[config.mk]
export PLATFORM = sky130hd
export DESIGN_NAME = pts_cell
export DESIGN_NICKNAME = d
export VERILOG_FILES = /design/src/rtl/pts_pkg.sv /design/src/rtl/pts_cell.sv
export SDC_FILE = /design/constraint.sdc
export NUM_CORES = 1
export LEC_CHECK = 0
export BUFFER_PORTS_ARGS = -buffer_cell sky130_fd_sc_hd__buf_2
export CAP_MARGIN = 10
export CORE_AREA = 2 2 188 190
export DETAILED_ROUTE_END_ITERATION = 8
export DIE_AREA = 0 0 190 192
export HOLD_SLACK_MARGIN = 0.08
export PLACE_DENSITY = 0.49
export SLEW_MARGIN = 20
export SYNTH_ARGS = -nofsm -noshare
export SYNTH_HDL_FRONTEND = slang
export SYNTH_SLANG_ARGS = --single-unit
[constraint.sdc]
create_clock -name i_clk -period 3.7 [get_ports i_clk]
set_input_delay 0.555 -clock i_clk [delete_from_list [all_inputs] [get_ports i_clk]]
set_output_delay 0.555 -clock i_clk [all_outputs]
set_load 0.02 [all_outputs]
[src/rtl/pts_pkg.sv]
// Package for the priority task scheduler: beat types, codes, the entry record and the cell command.
// Depends on nothing.
`default_nettype none
package pts_pkg;
    localparam logic [3:0] REQ_ADD = 4'd0;
    localparam logic [3:0] REQ_SCHED = 4'd1;
    localparam logic [3:0] REQ_YIELD = 4'd2;
    localparam logic [3:0] REQ_BLOCK = 4'd3;
    localparam logic [3:0] REQ_SLEEP = 4'd4;
    localparam logic [3:0] REQ_WAKE = 4'd5;
    localparam logic [3:0] REQ_EXIT = 4'd6;
    localparam logic [3:0] REQ_TERM = 4'd7;
    localparam logic [3:0] REQ_EVICT = 4'd8;

    localparam logic [2:0] ST_READY = 3'd1;
    localparam logic [2:0] ST_RUNNING = 3'd2;
    localparam logic [2:0] ST_BLOCKED = 3'd3;
    localparam logic [2:0] ST_TERM = 3'd4;

    localparam logic [1:0] RES_DONE = 2'd0;
    localparam logic [1:0] RES_REFUSED = 2'd1;
    localparam logic [1:0] RES_FULL = 2'd2;
    localparam logic [1:0] RES_NONE = 2'd3;

    typedef struct packed {
        logic [3:0]  req_type;
        logic        core;
        logic [15:0] task_id;
        logic [15:0] priority_req;
        logic        kernel_task;
        logic [31:0] footprint;
        logic [31:0] ticks;
        logic [31:0] min_size;
    } t_in_beat;

    typedef struct packed {
        logic [1:0]  status;
        logic [15:0] picked_id;
    } t_out_beat;

    typedef struct packed {
        logic        used;
        logic [15:0] id;
        logic [15:0] prio;
        logic        kernel;
        logic [2:0]  st;
        logic [31:0] wake;
        logic [31:0] size;
    } t_entry;

    // Operation driven into every cell in one cycle.
    localparam logic [2:0] OP_HOLD = 3'd0;
    localparam logic [2:0] OP_WRITE = 3'd1;  // write fields at index sel
    localparam logic [2:0] OP_INSERT = 3'd2; // shift up from sel, write new at sel
    localparam logic [2:0] OP_REMOVE = 3'd3; // shift down from sel
    localparam logic [2:0] OP_WAKE = 3'd4;   // all cells wake due sleepers

    typedef struct packed {
        logic [2:0]  op;
        logic [7:0]  sel;
        logic        set_st;
        logic [2:0]  st;
        logic        set_wake;
        logic [31:0] wake;
        logic        set_size;
        logic [31:0] tick;
    } t_cell_cmd;
endpackage
`default_nettype wire

[src/rtl/pts_cell.sv]
// One table slot: holds an entry and takes its neighbor's on shifts.
// Depends on pts_pkg.
`default_nettype none
module pts_cell #(
    parameter int IDX = 0
) (
    input  wire                 i_clk,
    input  wire                 i_rst_n,
    input  pts_pkg::t_cell_cmd  i_cmd,
    input  pts_pkg::t_entry     i_new,
    input  pts_pkg::t_entry     i_below,
    input  pts_pkg::t_entry     i_above,
    output pts_pkg::t_entry     o_entry
);
    import pts_pkg::*;
    t_entry r_e, n_e;
    logic hit, past;

    assign hit = (i_cmd.sel == 8'(IDX));
    assign past = (8'(IDX) > i_cmd.sel);

    // Next-value selection for this slot.
    always_comb begin
        n_e = r_e;
        case (i_cmd.op)
            OP_WRITE: begin
                if (hit) begin
                    if (i_cmd.set_st) n_e.st = i_cmd.st;
                    if (i_cmd.set_wake) n_e.wake = i_cmd.wake;
                    if (i_cmd.set_size) n_e.size = '0;
                end
            end
            OP_INSERT: begin
                if (hit) n_e = i_new;
                else if (past) n_e = i_below;
            end
            OP_REMOVE: begin
                if (hit || past) n_e = i_above;
            end
            OP_WAKE: begin
                if (r_e.used && r_e.st == ST_BLOCKED && r_e.wake != '0 &&
                    r_e.wake <= i_cmd.tick) begin
                    n_e.st = ST_READY;
                    n_e.wake = '0;
                end
            end
            default: ;
        endcase
    end

    // The slot empties on reset.
    always_ff @(posedge i_clk) begin
        if (!i_rst_n) r_e <= '0;
        else r_e <= n_e;
    end

    assign o_entry = r_e;
endmodule
`default_nettype wire

==> After elaboration in Yosys (flattened, before gate mapping) <==
Cells that the tools add are included.
{ "op_classes": {"n_lt_le_gt_ge": 2, "eq_ne": 12, "muxes": 11, "n_reduce_logical": 13} }
{ "op_table": {"columns": ["operator", "count"], "rows": [
  ["101-bit 2-to-1 mux", 3],
  ["35-bit one-hot mux with 4 select lines", 1],
  ["32-bit one-hot mux with 3 select lines", 1],
  ["34-bit one-hot mux with 2 select lines", 1],
  ["67-bit 2-to-1 mux", 1],
  ["32-bit 2-to-1 mux", 2],
  ["35-bit 2-to-1 mux", 1],
  ["32-bit <= comparator", 1],
  ["32-bit nonzero test", 1],
  ["2-bit inequality test, second input constant", 6],
  ["6-bit AND reduction", 2],
  ["3-bit by 2-bit == test with 1-bit output, second input constant", 3],
  ["1-bit by 8-bit > comparator with 1-bit output, first input constant", 1],
  ["8-bit logical NOT", 1],
  ["5-bit AND reduction", 1],
  ["4-bit nonzero test", 1],
  ["3-bit by 1-bit == test with 1-bit output, second input constant", 1],
  ["3-bit == test, second input constant", 1],
  ["1-bit logical AND", 3],
  ["3-bit 2-to-1 mux", 1],
  ["3-bit inequality test, second input constant", 1],
  ["3-bit AND reduction", 1],
  ["3-bit nonzero test", 1],
  ["2-bit nonzero test", 1],
  ["1-bit logical OR", 1]
]} }
{ "totals": {"ff_bits": 101, "inputBits": 386, "out_inout_bits": 101, "word_cells": 45} }

==> Depth between registers and ports, before layout <==
{ "depth": {"depth_word": 6, "depth_mapped": 11, "mapped_depth_nobuf": 9} }

==> Worst setup path before layout <==
Ideal clock, no wire load.
{ "synth_timing": {"path_kind": "input -> register", "from": "input i_cmd[1] (netlist bit)", "to": "register r_e, in the netlist o_entry[33]", "setup_time_ps": 120, "arrival_time_ps": 2380, "required_time_ps": 3580, "slack_ps": 1201, "cell_stages": 11, "path_buffers": 2, "path_cell_list": "inv_1 ha_1 nor2b_1 o211ai_1 a2111oi_0 a211o_1 a21o_1 o32a_1 buf_6 buf_6 mux2i_1"} }
{ "synth_via": {"elab_chain_len": 4} }
{ "synth_rtl": {"columns": ["item", "line_no", "text"], "rows": [
  ["start: declaration", "pts_cell.sv:9", "input pts_pkg::t_cell_cmd i_cmd,"],
  ["32-bit <= comparator", "pts_cell.sv:42", "r_e.wake <= i_cmd.tick) begin"],
  ["1-bit logical AND", "pts_cell.sv:41", "if (r_e.used && r_e.st == ST_BLOCKED && r_e.wake != '0 &&"],
  ["2-bit inequality test (no source line)", null, null],
  ["6-bit AND reduction (no source line)", null, null],
  ["end signal: assignment", "pts_cell.sv:54", "else r_e <= n_e;"],
  ["end: declaration", "pts_cell.sv:16", "t_entry r_e, n_e;"]
]} }
Every way passes these cells.
A chain may end at the register's enable or synchronous reset.

==> Final worst setup path <==
{ "layout_timing": {"from": "register r_e, in the netlist o_entry[33]", "to": "register r_e, in the netlist o_entry[63]"} }
{ "layout_via": {"elab_chain_len": 5, "word_cells_on_any_way": 6, "cone_classes": "1 x order compare; 1 x eq/ne; 4 x reduce/logical"} }
{ "layout_rtl": {"columns": ["item", "line_no"], "rows": [
  ["parallel branches: the longest is 2 deep, another holds 32-bit <= comparator", null],
  ["1-bit logical AND *", "pts_cell.sv:41"],
  ["2-bit inequality test (no source line) *", null],
  ["6-bit AND reduction (no source line) *", null]
]} }
Mark *: on every way between the ends.

==> metrics.md <==
| Metric | Value |
|---|---|
| Mean post-synth cell area | 7.64 µm² |
| Crit path cell chain | ha_1, nor2b_1, o211ai_1, a2111oi_0, a211o_1, a21o_1, o32a_2, buf_12, mux2i_1 |
| Drt wl/cell | approximately 17 µm |
| CP endpoint kind | flip-flop |
| Post-synth top area cell | dfxtp_1 |
| Rel. slew slack | 0.462 |
| Max FFs per register | 101 |
| Switching share of power | 0.312 |
| Worst Tran Pin Value | 0.807 ns |
| Area of the core | approximately 34,000 µm² |
| Vias post-DR | 7,763 |
| H-tree lvl count | 3 |
| # port buffers | 420 |
| Ratio of cells with drive above 1 in the final layout | 0.395 |
| Critical R2R Capture | o_entry[63] |
| Max VDD drop | 191 µV |
| Rows | 68 |
| F_max | 398 MHz |
| Worst hold stages | 2 |
| Internal reg-to-reg setup slack | 1.19 ns |
| Worst Clk Skew | roughly 0.011 ns |
| Fin Hold WS | between 0.4 and 0.5 ns |
| Drt first pass iters | 5 |
| TritonCTS Buffers | 9 |
| # resized after CTS | 0 |
| Endpoints failing setup | 0 |
| Period utilization | 0.679 |
| Hold Buf Count CTS | 0 |
| Synth Warn # | 0 |
| Pin count of the biggest net entering global routing | 136 |
| Hold Fails Final Rpt | 0 |
| RSZ-0062 raised after global routing | false |
| Tmin final | roughly 2.5 ns |
| CTS sink cnt | 101 |
| Detailed placement HPWL | around 22,000 µm |
| Outcome | complete, no violations |
| Max Cap Violations | 0 |
| CP Depth | 9 |
| Critical Path RT | 3.96 ns |
| Clk_lat worst skew | 0.38 ns |
| Bufs and invs on worst path | 1 |
| Slowest-stage cell, CP | dfxtp_1 |
| Total power | 2710 µW |
| Total gr overflow | 0 |
| Comb power frac | 0.216 |
| Worst hold path type | reg -> reg |
| Clk root buf | clkbuf_16 |
| Clk slew on worst S/H paths | 0.07 ns |
| Number of routed nets with antenna violations | 0 |
| Die width | 190 µm |
| First-pass GRT wire length | about 43,000 µm |
| Clk buf depth | 2 |
| Reg-to-Reg Start | o_entry[33] |
| R2R depth | 9 |
| Yosys top cell area share | 0.301 |
| Family with the most delay on the worst path | compound AO/OA/AOI/OAI gates |
| Vias per inst | 4.54 |
| CP max FO | 32 |
| Vias in the first global route | roughly 7,500 |
| Int Power | 1860 µW |
| DIE HEIGHT | 192 µm |
| Mapped cell area | 6710 µm² |
| Die area | 36,500 µm² |
| Flops & latches, synth | about 100 |
| Final wirelength | 29,600 µm |
| Crit path kind | reg -> reg |
| Cell variety after synth | 37 |
| Post-CTS Setup Bufs | 0 |
| Layout Area Growth over Synthesis | 42.6% |
| GP Congestion | 0.851 |
| # DRC | 0 |
| Initial antenna violation count | 2 |
| Clk pwr share | 0.367 |
| Sequential share of power | 0.417 |
| CP max stage delay | 0.43 ns |
| Nets | 1,666 |
| Leak | 0.00518 µW |
| Cell area power density | 283 nW/µm² |
| Worst Hold End | o_entry[66] |
| CTS tree | yes |
| Starting Density | 0.196 |
| Register area share after synthesis | 0.301 |
| Mapped Cells | 879 |
| Setup TNS | 0 ns |
| Ports | 487 |
| Initial DRC Count | 325 |
| Hold Crit Start | o_entry[66] |
| Gr usage total | 0.156 |
| Synth top area cells | dfxtp_1 (30%), nand2_1 (8.3%), nand3_1 (7.8%), ha_1 (6.0%), mux2_2 (5.4%) |
| CP startpoint kind | flip-flop |
| Post-synth net total | 1,297 |
| CP Data Arrival Time | 2.77 ns |
| Fillers | 3,789 |
| Switching power | roughly 850 µW |
| Pins Over Slew Limit | 0 |
final cells by class:
cell class / count / area [µm²] / area share
multi-input cells: 666 / 4260 / 0.445
repair buffers: 437 / 2300 / 0.240
flip-flops and latches: 101 / 2020 / 0.211
well taps: 455 / 569 / 0.0595
clock buffers: 9 / 225 / 0.0235
inverters: 33 / 124 / 0.0129
clock inverters: 7 / 72.6 / 0.00758
diodes: 2 / 5.00 / 0.000523
cells by family after synthesis:
kind of cell    count (synthesis)  synth area share
compound gates                206             0.217
fa+ha+maj                      32            0.0596
mux                            67             0.106
simple gates                  361             0.248
buf+inv                       112            0.0682
flops                         101             0.301
per-layer routing:
metal,wire [µm],vias to the layer above,GRT usage,part of all wire
met4,660,0,0.0608,0.022
met2,13800,321,0.260,0.47
met5,0,-,0,0
met1,12900,3550,0.192,0.44
li1,-,3862,-,-
met3,2220,30,0.0395,0.075
through the flow:
step | setup slack, ns | util | std cells | cell area [µm²]
floorplan | 1.20 | - | 879 | 6710
global placement | 0.855 | 0.270 | 1692 | 9270
detailed placement | 0.828 | 0.270 | 1692 | 9270
CTS | 1.10 | 0.279 | 1708 | 9570
global route | 0.945 | 0.279 | 1709 | 9570
finish | 1.19 | 0.279 | 1710 | 9570
worst register-to-register path, delay by kind of cell (launching register included):
family / cells / cell delay [ns]
flops: 1 / 0.43
buf+inv: 1 / 0.21
mux: 1 / 0.16
compound gates: 5 / 1.19
fa+ha+maj: 1 / 0.28
simple gates: 1 / 0.13
how the worst max path moves through the flow:
stage	startpoint	endpoint	slack [ns]
2_1_floorplan	i_cmd[1]	o_entry[33]	1.20
3_3_place_gp	i_cmd[17]	o_entry[45]	0.85
3_5_place_dp	i_cmd[19]	o_entry[43]	0.83
4_1_cts	o_entry[63]	o_entry[48]	1.10
5_1_grt	o_entry[63]	o_entry[35]	0.94
6_report	o_entry[33]	o_entry[63]	1.19
power by group through the flow:
stage                     registers (µW)  logic (µW)  clock network (µW)
after floorplan                     1170         281                   0
after global placement              1150         589                   0
final                               1130         586                 993
after CTS                           1130         595                1040
after detailed placement            1150         592                   0
after global routing                1130         651                1080
layout by cell type, fill, tap and decap left out, types with 14 or more instances in the layout:
master and instances:
o211a_1 34, o21ai_0 40, nor2_1 40, mux2_2 32
buf_4 14, a21oi_1 52, dfxtp_1 101, ha_1 32
nand3_1 105, inv_1 33, mux2i_1 35, nor2b_1 35
nand2_1 148, a211o_1 35, a22oi_1 32, buf_2 418
cells in the mapped netlist:
library cell  count
clkbuf_1         69
a221oi_1          1
a211o_1          35
mux2i_1          35
nor4_2            2
nand4_1          10
or2_1             1
o32a_1            2
o21bai_1          1
a21o_1            2
nand3_1         105
buf_1             5
o21ai_0          40
a31oi_1           1
a22oi_1          32
a2111oi_0         1
o211a_1          34
and2_1            1
nor2b_1          36
nor2_1           41
a21oi_1          52
o22ai_1           1
buf_6             5
nor4_1           10
a32oi_1           1
nand4b_1          1
mux2_2           32
nor3b_1           1
inv_1            33
or3_1             1
dfxtp_1         101
o211ai_1          2
nand2_1         149
a211oi_2          1
nand2b_1          2
ha_1             32
nor3_1            1
(Power assumes the default switching activity.)
